## src/hw/rtl/lpcr2d_pkg.sv

```systemverilog
`timescale 1ns / 1ps
// ----------------------------------------------------------------------------
// lpcr2d_pkg
// Shared types, constants and arithmetic for the reflection to direct-form
// converter: command and status words between controller and datapath.
// ----------------------------------------------------------------------------
package lpcr2d_pkg;

	localparam int ORDER  = 14;
	localparam int IDX_W  = (ORDER > 1) ? $clog2(ORDER) : 1;
	localparam int CNT_W  = $clog2(ORDER + 1);
	localparam int COEF_W = 16;
	localparam int PROD_W = 2 * COEF_W;
	localparam int ACC_W  = PROD_W + 2;
	localparam int SHIFT  = 15;

	localparam logic signed [COEF_W-1:0] COEF0      = 16'sh2000;
	localparam logic signed [ACC_W-1:0]  ROUND_BIAS = ACC_W'(1) <<< (SHIFT - 1);
	localparam logic signed [ACC_W-1:0]  TRUNC_BIAS = (ACC_W'(1) <<< SHIFT) - ACC_W'(1);
	localparam logic signed [ACC_W-1:0]  SAT_MAX    = ACC_W'(32767);
	localparam logic signed [ACC_W-1:0]  SAT_MIN    = -ACC_W'(32768);

	// write source codes
	localparam logic [1:0] WSRC_INIT  = 2'd0;
	localparam logic [1:0] WSRC_UPD_A = 2'd1;
	localparam logic [1:0] WSRC_UPD_B = 2'd2;

	// multiplier operand select
	localparam logic MSEL_B = 1'b0;
	localparam logic MSEL_A = 1'b1;

	// output word source
	localparam logic OSRC_CONST = 1'b0;
	localparam logic OSRC_MEM   = 1'b1;

	typedef struct packed {
		logic             k_ld;
		logic             we;
		logic [IDX_W-1:0] waddr;
		logic [1:0]       wsrc;
		logic             re;
		logic [IDX_W-1:0] raddr_a;
		logic [IDX_W-1:0] raddr_b;
		logic             mul_en;
		logic             mul_sel;
		logic             out_ld;
		logic             out_src;
		logic             out_last;
	} cmd_t;

	typedef struct packed {
		logic out_valid;
	} status_t;

	// (prod + self*2^15 + 2^14) / 2^15, truncated toward zero, saturated
	function automatic logic signed [COEF_W-1:0] pair_update(
		input logic signed [PROD_W-1:0] prod,
		input logic signed [COEF_W-1:0] self_v
	);
		logic signed [ACC_W-1:0] num;
		logic signed [ACC_W-1:0] quo;
		num = ACC_W'(prod) + (ACC_W'(self_v) <<< SHIFT) + ROUND_BIAS;
		if (num[ACC_W-1]) begin
			num = num + TRUNC_BIAS;
		end
		quo = num >>> SHIFT;
		if (quo > SAT_MAX) begin
			pair_update = SAT_MAX[COEF_W-1:0];
		end else if (quo < SAT_MIN) begin
			pair_update = SAT_MIN[COEF_W-1:0];
		end else begin
			pair_update = quo[COEF_W-1:0];
		end
	endfunction

endpackage

```

## src/hw/rtl/lpc_reflection_to_direct_form.sv

```systemverilog
`timescale 1ns / 1ps
// ----------------------------------------------------------------------------
// lpc_reflection_to_direct_form
// Step-up recursion from Q15 reflection coefficients to Q13 direct-form
// predictor coefficients, one shared multiplier over the coefficient pairs.
// ----------------------------------------------------------------------------
// stage m (from 0) is one store write, then for each of its ceil(m/2) pairs
// a read, two multiplies and two writes on the single multiplier
// after the last stage 15 words leave, each loaded only after the previous
// one is taken, and no new word is taken until the last one is delivered
// arst_n clears the sequencer and the stage counter; the store needs no reset
// ----------------------------------------------------------------------------
module lpc_reflection_to_direct_form
	import lpcr2d_pkg::*;
(
	input  logic        clk,
	input  logic        arst_n,
	input  logic        s_axis_tvalid,
	output logic        s_axis_tready,
	input  logic [15:0] s_axis_tdata,  // [15:0] refl_coef
	output logic        m_axis_tvalid,
	input  logic        m_axis_tready,
	output logic [15:0] m_axis_tdata,  // [15:0] pred_coef
	output logic        m_axis_tlast   // coef_last
);

	cmd_t                     cmd;
	status_t                  status;
	logic signed [COEF_W-1:0] out_coef;

	lpcr2d_ctrl u_ctrl (
		.clk       (clk),
		.arst_n    (arst_n),
		.in_valid  (s_axis_tvalid),
		.in_ready  (s_axis_tready),
		.out_ready (m_axis_tready),
		.status    (status),
		.cmd       (cmd)
	);

	lpcr2d_datapath u_datapath (
		.clk       (clk),
		.arst_n    (arst_n),
		.cmd       (cmd),
		.status    (status),
		.k_in      ($signed(s_axis_tdata)),
		.out_ready (m_axis_tready),
		.out_coef  (out_coef),
		.out_last  (m_axis_tlast)
	);

	assign m_axis_tvalid = status.out_valid;
	assign m_axis_tdata  = out_coef;

`ifndef SYNTHESIS
	a_no_overlap: assert property (@(posedge clk) disable iff (!arst_n)
		!(s_axis_tready && m_axis_tvalid))
		else $error("input ready while an output word is pending");

	a_last_to_idle: assert property (@(posedge clk) disable iff (!arst_n)
		(m_axis_tvalid && m_axis_tready && m_axis_tlast) |=> s_axis_tready)
		else $error("not ready for a new set after the last word");

	a_busy_after_accept: assert property (@(posedge clk) disable iff (!arst_n)
		(s_axis_tvalid && s_axis_tready) |=> (!s_axis_tready && !m_axis_tvalid))
		else $error("stage work skipped after accepting a word");
`endif

endmodule

```

## src/hw/rtl/lpcr2d_datapath.sv

```systemverilog
`timescale 1ns / 1ps
// ----------------------------------------------------------------------------
// lpcr2d_datapath
// Coefficient store, shared multiplier, pair update arithmetic and the
// output word register.
// ----------------------------------------------------------------------------
module lpcr2d_datapath
	import lpcr2d_pkg::*;
(
	input  logic                     clk,
	input  logic                     arst_n,
	input  cmd_t                     cmd,
	output status_t                  status,
	input  logic signed [COEF_W-1:0] k_in,
	input  logic                     out_ready,
	output logic signed [COEF_W-1:0] out_coef,
	output logic                     out_last
);

	logic signed [COEF_W-1:0] mem [ORDER];
	logic signed [COEF_W-1:0] rd_a_q;
	logic signed [COEF_W-1:0] rd_b_q;
	logic signed [COEF_W-1:0] k_q;
	logic signed [PROD_W-1:0] prod_q;
	logic signed [COEF_W-1:0] mul_op;
	logic signed [COEF_W-1:0] wdata;
	logic signed [COEF_W-1:0] out_coef_q;
	logic                     out_last_q;
	logic                     out_valid_q;

	assign mul_op = (cmd.mul_sel == MSEL_A) ? rd_a_q : rd_b_q;

	always_comb begin
		case (cmd.wsrc)
			WSRC_INIT:  wdata = k_in >>> 2;
			WSRC_UPD_A: wdata = pair_update(prod_q, rd_a_q);
			WSRC_UPD_B: wdata = pair_update(prod_q, rd_b_q);
			default:    wdata = k_in >>> 2;
		endcase
	end

	always_ff @(posedge clk) begin
		if (cmd.we) begin
			mem[cmd.waddr] <= wdata;
		end
		if (cmd.re) begin
			rd_a_q <= mem[cmd.raddr_a];
			rd_b_q <= mem[cmd.raddr_b];
		end
	end

	always_ff @(posedge clk) begin
		if (cmd.k_ld) begin
			k_q <= k_in;
		end
		if (cmd.mul_en) begin
			prod_q <= k_q * mul_op;
		end
		if (cmd.out_ld) begin
			out_coef_q <= (cmd.out_src == OSRC_MEM) ? rd_a_q : COEF0;
			out_last_q <= cmd.out_last;
		end
	end

	always_ff @(posedge clk or negedge arst_n) begin
		if (!arst_n) begin
			out_valid_q <= 1'b0;
		end else if (cmd.out_ld) begin
			out_valid_q <= 1'b1;
		end else if (out_ready) begin
			out_valid_q <= 1'b0;
		end
	end

	assign status.out_valid = out_valid_q;
	assign out_coef         = out_coef_q;
	assign out_last         = out_last_q;

endmodule

```

## src/hw/rtl/lpcr2d_ctrl.sv

```systemverilog
`timescale 1ns / 1ps
// ----------------------------------------------------------------------------
// lpcr2d_ctrl
// Sequencer for the step-up recursion: stage, pair and emission counters
// and the command word for the datapath.
// ----------------------------------------------------------------------------
module lpcr2d_ctrl
	import lpcr2d_pkg::*;
(
	input  logic    clk,
	input  logic    arst_n,
	input  logic    in_valid,
	output logic    in_ready,
	input  logic    out_ready,
	input  status_t status,
	output cmd_t    cmd
);

	localparam logic [3:0] ST_IDLE     = 4'd0;
	localparam logic [3:0] ST_PCHK     = 4'd1;
	localparam logic [3:0] ST_RD       = 4'd2;
	localparam logic [3:0] ST_MUL1     = 4'd3;
	localparam logic [3:0] ST_MUL2     = 4'd4;
	localparam logic [3:0] ST_WR2      = 4'd5;
	localparam logic [3:0] ST_SEND     = 4'd6;
	localparam logic [3:0] ST_OUT_WAIT = 4'd7;
	localparam logic [3:0] ST_OUT_LD   = 4'd8;

	logic [3:0]       state_q;
	logic [3:0]       state_d;
	logic [IDX_W-1:0] m_q;
	logic [CNT_W-1:0] i_q;
	logic [CNT_W-1:0] e_q;
	logic [CNT_W-1:0] n_pairs;
	logic [CNT_W-1:0] lo_idx;
	logic [CNT_W-1:0] hi_idx;
	logic             taken;
	logic             accept;

	assign n_pairs = (CNT_W'(m_q) + CNT_W'(1)) >> 1;
	assign lo_idx  = i_q - CNT_W'(1);
	assign hi_idx  = CNT_W'(m_q) - i_q;
	assign taken   = status.out_valid && out_ready;
	assign in_ready = (state_q == ST_IDLE);
	assign accept  = in_valid && in_ready;

	always_comb begin
		cmd     = '0;
		state_d = state_q;
		case (state_q)
			ST_IDLE: begin
				if (accept) begin
					cmd.k_ld  = 1'b1;
					cmd.we    = 1'b1;
					cmd.waddr = m_q;
					cmd.wsrc  = WSRC_INIT;
					state_d   = ST_PCHK;
				end
			end
			ST_PCHK: begin
				if (i_q <= n_pairs) begin
					state_d = ST_RD;
				end else if (m_q == IDX_W'(ORDER - 1)) begin
					state_d = ST_SEND;
				end else begin
					state_d = ST_IDLE;
				end
			end
			ST_RD: begin
				cmd.re      = 1'b1;
				cmd.raddr_a = lo_idx[IDX_W-1:0];
				cmd.raddr_b = hi_idx[IDX_W-1:0];
				state_d     = ST_MUL1;
			end
			ST_MUL1: begin
				cmd.mul_en  = 1'b1;
				cmd.mul_sel = MSEL_B;
				state_d     = ST_MUL2;
			end
			ST_MUL2: begin
				cmd.we      = 1'b1;
				cmd.waddr   = lo_idx[IDX_W-1:0];
				cmd.wsrc    = WSRC_UPD_A;
				cmd.mul_en  = 1'b1;
				cmd.mul_sel = MSEL_A;
				state_d     = ST_WR2;
			end
			ST_WR2: begin
				cmd.we    = 1'b1;
				cmd.waddr = hi_idx[IDX_W-1:0];
				cmd.wsrc  = WSRC_UPD_B;
				state_d   = ST_PCHK;
			end
			ST_SEND: begin
				cmd.out_ld  = 1'b1;
				cmd.out_src = OSRC_CONST;
				state_d     = ST_OUT_WAIT;
			end
			ST_OUT_WAIT: begin
				if (taken) begin
					if (e_q == CNT_W'(ORDER)) begin
						state_d = ST_IDLE;
					end else begin
						cmd.re      = 1'b1;
						cmd.raddr_a = e_q[IDX_W-1:0];
						cmd.raddr_b = e_q[IDX_W-1:0];
						state_d     = ST_OUT_LD;
					end
				end
			end
			ST_OUT_LD: begin
				cmd.out_ld   = 1'b1;
				cmd.out_src  = OSRC_MEM;
				cmd.out_last = (e_q == CNT_W'(ORDER));
				state_d      = ST_OUT_WAIT;
			end
			default: begin
				state_d = ST_IDLE;
			end
		endcase
	end

	always_ff @(posedge clk or negedge arst_n) begin
		if (!arst_n) begin
			state_q <= ST_IDLE;
			m_q     <= '0;
			i_q     <= '0;
			e_q     <= '0;
		end else begin
			state_q <= state_d;
			case (state_q)
				ST_IDLE: begin
					if (accept) begin
						i_q <= CNT_W'(1);
					end
				end
				ST_PCHK: begin
					if (i_q > n_pairs) begin
						if (m_q == IDX_W'(ORDER - 1)) begin
							m_q <= '0;
							e_q <= '0;
						end else begin
							m_q <= m_q + IDX_W'(1);
						end
					end
				end
				ST_WR2: begin
					i_q <= i_q + CNT_W'(1);
				end
				ST_OUT_WAIT: begin
					if (taken && (e_q != CNT_W'(ORDER))) begin
						e_q <= e_q + CNT_W'(1);
					end
				end
				default: begin
				end
			endcase
		end
	end

endmodule
```

## config.mk

```make
export PLATFORM = sky130hd
export DESIGN_NAME = lpc_reflection_to_direct_form
export DESIGN_NICKNAME = d
export VERILOG_FILES = /design/src/hw/rtl/lpcr2d_pkg.sv /design/src/hw/rtl/lpc_reflection_to_direct_form.sv /design/src/hw/rtl/lpcr2d_datapath.sv /design/src/hw/rtl/lpcr2d_ctrl.sv
export SDC_FILE = /design/constraint.sdc
export NUM_CORES = 1
export LEC_CHECK = 0
export ABC_CLOCK_PERIOD_IN_PS = 7400
export BUFFER_PORTS_ARGS = -buffer_cell sky130_fd_sc_hd__buf_4
export CAP_MARGIN = 30
export CORE_UTILIZATION = 33
export CTS_CLUSTER_SIZE = 40
export DETAILED_ROUTE_END_ITERATION = 10
export GPL_TIMING_DRIVEN = 0
export PLACE_DENSITY_LB_ADDON = 0.25
export SYNTH_ARGS = -nofsm -noshare
export SYNTH_HDL_FRONTEND = slang
export SYNTH_SLANG_ARGS = --single-unit
```

## constraint.sdc

```tcl
create_clock -name clk -period 7.4 [get_ports clk]
set_input_delay 1.11 -clock clk [delete_from_list [all_inputs] [get_ports clk]]
set_output_delay 1.11 -clock clk [all_outputs]
set_load 0.02 [all_outputs]
```

==> metrics, run 1 <==
status=finished clean; drt total wl=100 mm; Initial DRC Count=2172; Synth cell types=90; Num CTS Buffers=40; IO Port Bufs=38; max-cap violations=0; antenna violations before repair=3; Hold WS=0.396 ns; RSZ-0062 raised after global routing=yes; Vias per Instance=5.35; leading area contributor after synthesis=edfxtp_1; Post-Syn Area=0.0294 mm²; I/O pin total=39; Die H=301 µm; critical path arrival=7.55 ns; Worst Slack Setup Final=0.170 ns; syn_nets=3434; diode count=0; CTS Hold Bufs=0; Top FF cell, synth=edfxtp_1; CTS tree=yes; grt total ovfl=0; ys async rst share=5.03%; CTS Sinks=338; largest net degree at the start of global routing=33; gr usage total=22.2%; GPL Wtd Cong=0.981; flops & latches, synth=338; Post-DRT Antenna Nets=0; Worst Path Max Fanout=10; placed standard-cell area=0.0317 mm²; minimum clock period=7.23 ns; CTS Buffer Depth=3; Place WS=-2.26 ns; global-route wire length before repair=149 mm; CP max stage delay=0.57 ns; routed len/inst=22.9 µm; clock root buffer master=clkbuf_16; Worst setup SP type=flop; cell count after synthesis=3012; Via Count=23401; HP Class=input port to async pin; Critical Path End Type=flop; Post-DP HPWL=77.6 mm; Placement Rows=109; endpoints failing setup=0; Die W=301 µm; Worst-Skew Late Latency=0.61 ns; DRT Pass-1 Iters=5; Slew Viols, Final=0; Core Box Area=0.0884 mm²; Post-synth EDFFs=321; CTS clk-pin slew, worst paths=0.06 ns; Worst slew margin=29.5%; Worst-Margin Slew=1.06 ns; Syn-to-layout area delta=15.9%; H-Tree Depth=2; number of global-route vias before repair=22876; Finished Cell Area=0.0341 mm²; Final period util=97.7%; Fin Setup TNS=0 ns; Final Hold Fails=0; kind of critical path=flop to flop; Synth top area share=32.8%; Avg Cell Area, Syn=9.77 µm²; total die area=0.0903 mm²; register area share after synthesis=34.2%; post-route DRC violation count=0; WP data required=7.72 ns; f_max=138 MHz; Synth warnings=0; most area-consuming cells after synthesis=edfxtp_1 (33%), fa_1 (18%), nand2_1 (6.2%), ha_1 (5.8%), inv_1 (4.2%); effective utilization at floorplan=33.3%; slowest CP cell=fa_2; fraction of layout instances using a drive strength above 1=11.0%; Clock Skews=0.0385 ns; Most Frequent Cell on Critical Path=fa_1; # nets final=3604
-- Yosys cell counts, types with 4 or more instances --
| master | count |
|---|---|
| nand2_1 | 487 |
| inv_1 | 328 |
| edfxtp_1 | 321 |
| fa_1 | 265 |
| and2_1 | 176 |
| clkbuf_1 | 143 |
| ha_1 | 137 |
| a211oi_1 | 122 |
| nor2_1 | 109 |
| a21oi_1 | 97 |
| xnor2_1 | 90 |
| a31oi_1 | 71 |
| o21ai_0 | 69 |
| nand3_1 | 62 |
| nor2b_1 | 60 |
| a311oi_1 | 36 |
| xor2_1 | 34 |
| nor3_1 | 33 |
| a21o_1 | 29 |
| o211ai_1 | 29 |
| nand2b_1 | 24 |
| mux2i_1 | 21 |
| o2111ai_1 | 21 |
| o21a_1 | 18 |
| dfrtp_1 | 17 |
| o31ai_1 | 16 |
| or2_2 | 16 |
| nand4_1 | 14 |
| o21ai_1 | 13 |
| nor4_1 | 12 |
| and3_1 | 10 |
| o21bai_1 | 10 |
| o22ai_1 | 9 |
| or3_1 | 9 |
| or4_1 | 6 |
| o2111a_1 | 5 |
| nand3b_1 | 4 |
| nor4b_1 | 4 |
| o41ai_1 | 4 |
-- layout make-up --
cell class | count | area, µm²
Buffer | 149 | 801
Clock buffer | 46 | 1020
Clock inverter | 26 | 173
Fill cell | 8771 | 54300
Inverter | 331 | 1250
Multi-Input combinational cell | 2192 | 18100
Sequential cell | 338 | 10100
Tap cell | 1165 | 1460
Timing Repair Buffer | 130 | 1200
-- worst paths after layout --
kind	depth (start not counted)	from	end	slack, ns
min	1	arst_n	u_ctrl.i_q[3]$_DFFE_PN0P_	0.40
max	30	u_ctrl.state_q[3]$_DFFE_PN0P_	u_datapath.prod_q[30]$_DFFE_PP_	0.17
max in group asynchronous	1	arst_n	u_ctrl.state_q[0]$_DFFE_PN0P_	6.77
min in group clk	1	u_datapath.status$_DFFE_PN0P_	u_datapath.status$_DFFE_PN0P_	0.54
max reg2reg	30	u_ctrl.state_q[3]$_DFFE_PN0P_	u_datapath.prod_q[30]$_DFFE_PP_	0.17
min reg2reg	1	u_datapath.status$_DFFE_PN0P_	u_datapath.status$_DFFE_PN0P_	0.54
-- through the flow --
stage	std cells	utilization, %
floorplan	3012	-
global placement	4215	35.3
detailed placement	4250	35.9
CTS	4361	38.2
global route	4377	38.6
finish	4377	38.6
-- layer usage --
metal	vias up	track usage, %	part of all wire, %
met1	11632	31.9	45
met4	4	8.46	3.8
met5	-	0	0.023
met2	850	33.2	43
li1	10743	-	-
met3	172	3.72	7.3
-- cell usage in the layout (no fill, tap or decap), types with 88 or more instances in the layout --
cell	count
a211oi_1	122
a21oi_1	89
and2_1	176
buf_4	100
clkbuf_1	129
edfxtp_1	321
fa_1	259
ha_1	129
inv_1	323
nand2_1	462
nor2_1	93
xnor2_1	88
-- cells by family after synthesis --
logic type | after synthesis | share of synthesized area (%)
simple gates | 1047 | 17.1
flops | 338 | 34.2
xor+xnor | 124 | 3.69
mux | 23 | 0.791
buf+inv | 482 | 6.21
compound gates | 596 | 14.1
fa+ha+maj | 402 | 23.9
-- critical path: cells and delay by family, from the launching register on --
family	cells	cell delay [ns]
AOI/OAI and AO/OA	9	1.53
xor gates and xnor gates	1	0.09
adders and majority gates	7	3.33
buffers and inverters	7	0.84
DFF	1	0.41
muxes	1	0.12
and+or+nand+nor	5	0.63
-- flip-flops by register name, indices dropped and copies added, names as in the netlist, 4 cells and up --
register             count
u_datapath.rd_a_q       16
u_ctrl.state_q           4
u_datapath.prod_q       32
u_datapath.k_q          16
u_datapath.rd_b_q       16
u_ctrl.e_q               4
u_ctrl.i_q               4
u_ctrl.m_q               4
u_datapath.mem         224
u_datapath.out_coef     16
-- repair_timing --
item / CTS / global route
gates resized for setup: 121 / 56
gates cloned: 1 / 0
hold endpoints to repair: 0 / 0
setup buffers: 40 / 15
setup endpoints to repair: 20 / 7
pin swaps: 31 / 57
Power of run 1 is not shown: default switching activity piles up to over one toggle a cycle in this logic, so the estimate is an artifact.
==> run 2: changes to the inputs <==
Settings changed: CORE_UTILIZATION 33 to 45, MAX_ROUTING_LAYER set to met4.
==> metrics, run 2 (synthesis results as in run 1) <==
IO Port Bufs=38 (unchanged); routed len/inst=24.7 µm (+7.9%); final-layout fill cell count=5803 (-34%); Core Box Area=0.0646 mm² (-27%); I/O pin total=39 (unchanged); # nets final=3587 (-0.47%); Sequential Area=0.0101 mm² (unchanged); drt total wl=99.8 mm (-0.22%); H-Tree Depth=2 (unchanged); CTS Hold Bufs=0 (unchanged); CTS clk-pin slew, worst paths=0.06 ns (about the same); Post-DP HPWL=78.4 mm (+0.93%); CTS Sinks=338 (unchanged); CTS Buffer Depth=3 (unchanged); global-route wire length before repair=150 mm (+0.66%); WP data required=7.72 ns (about the same); kind of critical path=flop to flop; number of global-route vias before repair=24048 (+5.1%); Post-DRT Antenna Nets=0 (unchanged); Finished Cell Area=0.0334 mm² (-2.1%); Hold WS=0.407 ns (+0.0108 ns); fraction of layout instances using a drive strength above 1=9.78% (-1.2 points); GPL Wtd Cong=1.04 (+6.5%); max-cap violations=0 (unchanged); Worst-Margin Slew=1.10 ns (+0.0406 ns); f_max=138 MHz (-0.36%); Slew Viols, Final=0 (unchanged); DRT Pass-1 Iters=5 (unchanged); Syn-to-layout area delta=13.5%; Worst Slack Setup Final=0.144 ns (-0.0259 ns); Die W=258 µm (-14%); grt total ovfl=0 (unchanged); post-route DRC violation count=0 (unchanged); Reg2Reg Setup Slack=0.14 ns (-0.03 ns); Worst slew margin=26.8% (-2.7 points); worst r2r dst=u_datapath.prod_q[30]$_DFFE_PP_; clock root buffer master=clkbuf_16; antenna violations before repair=7 (+4); FF-to-FF path depth=30 (unchanged); biggest regs=u_datapath.mem (224), u_datapath.prod_q (32); largest net degree at the start of global routing=33 (unchanged); Worst-Skew Late Latency=0.58 ns (-0.03 ns); CP max stage delay=0.55 ns (-0.02 ns); Placement Rows=93 (-15%); Clock Skews=0.0243 ns (-0.0142 ns); Most Frequent Cell on Critical Path=fa_1; CTS tree=yes; Multi-input gate area=0.0180 mm² (-0.71%); Critical Path End Type=flop; Num CTS Buffers=37 (-7.5%); max reg flops=224 (unchanged); Via Count=24373 (+4.2%); Biggest register=u_datapath.mem; placed standard-cell area=0.0313 mm² (-1.2%); Die H=258 µm (-14%); commonest non-fill, non-tap cells in the layout=nand2_1 (474), inv_1 (328), edfxtp_1 (321); total die area=0.0664 mm² (-27%); minimum clock period=7.26 ns (+0.0259 ns); Initial DRC Count=2851 (+31%); status=finished clean; Final Hold Fails=0 (unchanged); endpoints failing setup=0 (unchanged); Worst setup SP type=flop; HP Class=input port to async pin; Worst Path Max Fanout=10 (unchanged); effective utilization at floorplan=45.6% (+12 points); Place WS=-2.36 ns (-0.0963 ns); leading cell type in the layout, fill and taps excluded=nand2_1; worst r2r src=u_ctrl.state_q[0]$_DFFE_PN0P_; Final period util=98.1% (+0.35 points); slowest CP cell=fa_1; Vias per Instance=6.02 (+13%); critical path arrival=7.58 ns (+0.03 ns); gr usage total=31.2% (+9.0 points)
[run 2: changes by cell type in the layout (fill, tap and decap cells not counted), sizes merged]
cell,delta
clkinv,-11
buf,-16
clkinvlp,+1
inv,+2
clkbuf,-2
diode,+3
bufinv,+4
[run 2: how the worst max path moves through the flow]
stage / end / start / cells past startpoint
floorplan: u_datapath.prod_q[30]$_DFFE_PP_ / u_ctrl.state_q[0]$_DFFE_PN0P_ / 29
global placement: u_datapath.prod_q[30]$_DFFE_PP_ / u_ctrl.state_q[1]$_DFFE_PN0P_ / 29
detailed placement: u_datapath.prod_q[30]$_DFFE_PP_ / u_ctrl.state_q[0]$_DFFE_PN0P_ / 33
CTS: u_datapath.prod_q[31]$_DFFE_PP_ / u_ctrl.state_q[1]$_DFFE_PN0P_ / 28
global route: u_datapath.prod_q[30]$_DFFE_PP_ / u_ctrl.state_q[0]$_DFFE_PN0P_ / 33
finish: u_datapath.prod_q[30]$_DFFE_PP_ / u_ctrl.state_q[0]$_DFFE_PN0P_ / 30
[run 2: layout make-up]
| type | instances | share of cell area [%] |
|---|---|---|
| plain buffers | 148 | 2.19 |
| inverters | 331 | 3.74 |
| diodes | 3 | 0.0225 |
| multi-input cells | 2192 | 53.9 |
| clock inverters | 22 | 0.794 |
| flip-flops and latches | 338 | 30.1 |
| well taps | 855 | 3.20 |
| repair buffers | 117 | 3.19 |
| clock buffers | 42 | 2.83 |
[run 2: metal layers]
layer | share of wire (%) | routed length, µm | global-route usage [%]
met5 | 0 | 0 | -
met4 | 3.9 | 3900 | 11.9
met3 | 11 | 10700 | 7.09
met2 | 44 | 43700 | 44.9
met1 | 42 | 41500 | 42.7
[run 2: critical path, delay by kind of cell, from the launching register on]
| kind | cells | cell delay [ns] |
|---|---|---|
| mux | 1 | 0.35 |
| buf+inv | 7 | 0.78 |
| xor+xnor | 1 | 0.07 |
| flops | 1 | 0.43 |
| fa+ha+maj | 7 | 3.31 |
| simple gates | 5 | 0.60 |
| compound gates | 9 | 1.47 |
[run 2: timing repair]
action,4_1_cts,5_1_grt
setup buffers,27,15
endpoints found under the setup margin,20,7
pin swaps,19,21
gates resized for setup,103,26
[run 2: through the flow]
stage	utilization [%]	cells	setup TNS (ns)
2_1_floorplan	-	3012	0
3_3_place_gp	47.7	3905	-24.14
3_5_place_dp	48.5	3941	-25.16
4_1_cts	51.3	4030	0
5_1_grt	51.7	4047	-0.0457
6_report	51.7	4048	0
Power of run 2 is left out for the same reason.
==> run 3: changes to the inputs <==
Settings changed: ABC_AREA set to 1.
==> metrics, run 3 <==
Core Box Area=0.0659 mm² (+2.0%); Final Hold Fails=0 (unchanged); antenna violations before repair=2 (-5); worst r2r dst=u_datapath.prod_q[29]$_DFFE_PP_; ys async rst share=5.03% (unchanged); critical path arrival=7.53 ns (-0.05 ns); syn_nets=4030 (+17%); CTS Buffer Depth=3 (unchanged); Synth warnings=0 (unchanged); biggest regs=u_datapath.mem (224), u_datapath.prod_q (32); Avg Cell Area, Syn=8.31 µm² (-15%); Critical Path End Type=flop; leading area contributor after synthesis=edfxtp_1; Most Frequent Cell on Critical Path=fa_1; largest net degree at the start of global routing=30 (-9.1%); most area-consuming cells after synthesis=edfxtp_1 (32%), fa_1 (18%), nand2_1 (9.4%), inv_1 (8.2%), ha_1 (5.7%); GPL Wtd Cong=1.02 (-1.9%); Worst-Skew Late Latency=0.61 ns (+0.03 ns); Biggest register=u_datapath.mem; grt total ovfl=0 (unchanged); CP max stage delay=0.53 ns (-0.02 ns); worst r2r src=u_ctrl.state_q[2]$_DFFE_PN0P_; Post-Syn Area=0.0300 mm² (+1.9%); FF-to-FF path depth=30 (unchanged); status=finished clean; cell count after synthesis=3608 (+20%); IO Port Bufs=38 (unchanged); commonest non-fill, non-tap cells in the layout=nand2_1 (749), inv_1 (645), edfxtp_1 (321); Hold WS=0.382 ns (-0.0242 ns); CTS clk-pin slew, worst paths=0.06 ns (about the same); I/O pin total=39 (unchanged); max-cap violations=0 (unchanged); Vias per Instance=5.41 (-10%); Num CTS Buffers=42 (+14%); Post-DP HPWL=76.8 mm (-2.0%); Worst-Margin Slew=1.01 ns (-0.0850 ns); Post-DRT Antenna Nets=0 (unchanged); kind of critical path=flop to flop; Placement Rows=94 (+1.1%); Syn-to-layout area delta=12.2%; HP Class=input port to async pin; Die W=260 µm (+0.94%); total die area=0.0676 mm² (+1.9%); Reg2Reg Setup Slack=0.19 ns (+0.05 ns); effective utilization at floorplan=45.5% (about the same); Synth cell types=53 (-41%); crit path to=u_datapath.prod_q[29]$_DFFE_PP_; most common cell in the netlist=nand2_1; fraction of layout instances using a drive strength above 1=8.49% (-1.3 points); register area share after synthesis=33.6% (-0.64 points); Worst setup SP type=flop; gr usage total=29.9% (-1.3 points); H-Tree Depth=2 (unchanged); diode count=0 (-3); minimum clock period=7.21 ns (-0.0455 ns); Top FF cell, synth=edfxtp_1; leading cell type in the layout, fill and taps excluded=nand2_1; CTS Hold Bufs=0 (unchanged); Synth top area share=32.2% (-0.61 points); routed len/inst=20.8 µm (-16%); Clock Skews=0.0487 ns (+0.0244 ns); endpoints failing setup=0 (unchanged); Initial DRC Count=2466 (-14%); Slew Viols, Final=0 (unchanged); flops & latches, synth=338 (unchanged); post-route DRC violation count=0 (unchanged); Die H=260 µm (+0.94%); # nets final=4161 (+16%); Post-synth top cells=nand2_1 (749), inv_1 (656), edfxtp_1 (321); slowest CP cell=fa_1; final-layout fill cell count=6282 (+8.3%); drt total wl=96.2 mm (-3.6%); Worst slew margin=32.3% (+5.5 points); clock root buffer master=clkbuf_16; f_max=139 MHz (+0.63%); CP startpoint=u_ctrl.state_q[2]$_DFFE_PN0P_; CTS tree=yes; CTS Sinks=338 (unchanged); WP data required=7.72 ns (about the same); Post-synth EDFFs=321 (unchanged); number of global-route vias before repair=24297 (+1.0%); Final period util=97.4% (-0.61 points); DRT Pass-1 Iters=6 (+1); Worst Path Max Fanout=10 (unchanged); max reg flops=224 (unchanged); global-route wire length before repair=146 mm (-2.6%); Via Count=25044 (+2.8%)
## run 3: cell families after synthesis
kind of cell,Yosys count,share of synthesized area (%)
compound gates,623,11.2
xor+xnor,89,2.60
fa+ha+maj,402,23.4
buf+inv,801,10.2
flops,338,33.6
simple gates,1355,19.0
## run 3: worst min path at each step
stage,startpoint,endpoint,slack (ns),cells past startpoint
2_1_floorplan,u_ctrl.e_q[3]$_DFFE_PN0P_,u_ctrl.e_q[3]$_DFFE_PN0P_,0.45,1
3_3_place_gp,u_ctrl.e_q[3]$_DFFE_PN0P_,u_ctrl.e_q[3]$_DFFE_PN0P_,0.48,1
3_5_place_dp,u_ctrl.e_q[3]$_DFFE_PN0P_,u_ctrl.e_q[3]$_DFFE_PN0P_,0.49,1
4_1_cts,arst_n,u_datapath.status$_DFFE_PN0P_,0.37,1
5_1_grt,arst_n,u_ctrl.i_q[1]$_DFFE_PN0P_,0.38,1
6_report,arst_n,u_ctrl.i_q[3]$_DFFE_PN0P_,0.38,1
## run 3: repair_timing
item	CTS	global route
pin swaps	3	10
setup buffers	4	25
resized for setup	46	93
cloned	0	1
setup endpoints to repair	19	13
## run 3: worst max-delay path, delay by kind of cell (launching register included)
kind | cells | cell delay [ns]
AOI/OAI and AO/OA | 7 | 1.47
buffers and inverters | 11 | 1.27
DFF | 1 | 0.36
and+or+nand+nor | 4 | 0.53
xor gates and xnor gates | 1 | 0.10
adders and majority gates | 7 | 3.19
## run 3: cell type report
type	instances	area, µm²	area share, %
plain buffers	133	618	1.84
clock buffers	46	1070	3.17
clock inverters	26	248	0.736
inverters	666	2510	7.48
multi-input cells	2469	17200	51.1
flip-flops and latches	338	10100	29.9
well taps	864	1080	3.21
repair buffers	89	866	2.57
## run 3: per-layer routing
metal / global-route usage, % / share of wire, % / up-vias
met3: 3.92 / 8.0 / 177
met2: 44.9 / 44 / 1022
li1: - / - / 11837
met1: 41.4 / 44 / 12008
met5: - / 0 / -
met4: 10.8 / 4.2 / 0
## run 3: stage by stage
stage                     area [µm²]  setup TNS [ns]  cells  setup WS [ns]  util, %
final                          33600               0   4631          0.189     51.1
after global routing           33600          -0.272   4631         -0.106     51.1
after CTS                      33100               0   4605         0.0309     50.3
after detailed placement       31700          -17.89   4531          -1.36     48.1
after global placement         31300          -21.03   4510          -1.58     47.6
after floorplan                30000               0   3608          0.546        -
Power of run 3 is left out for the same reason.
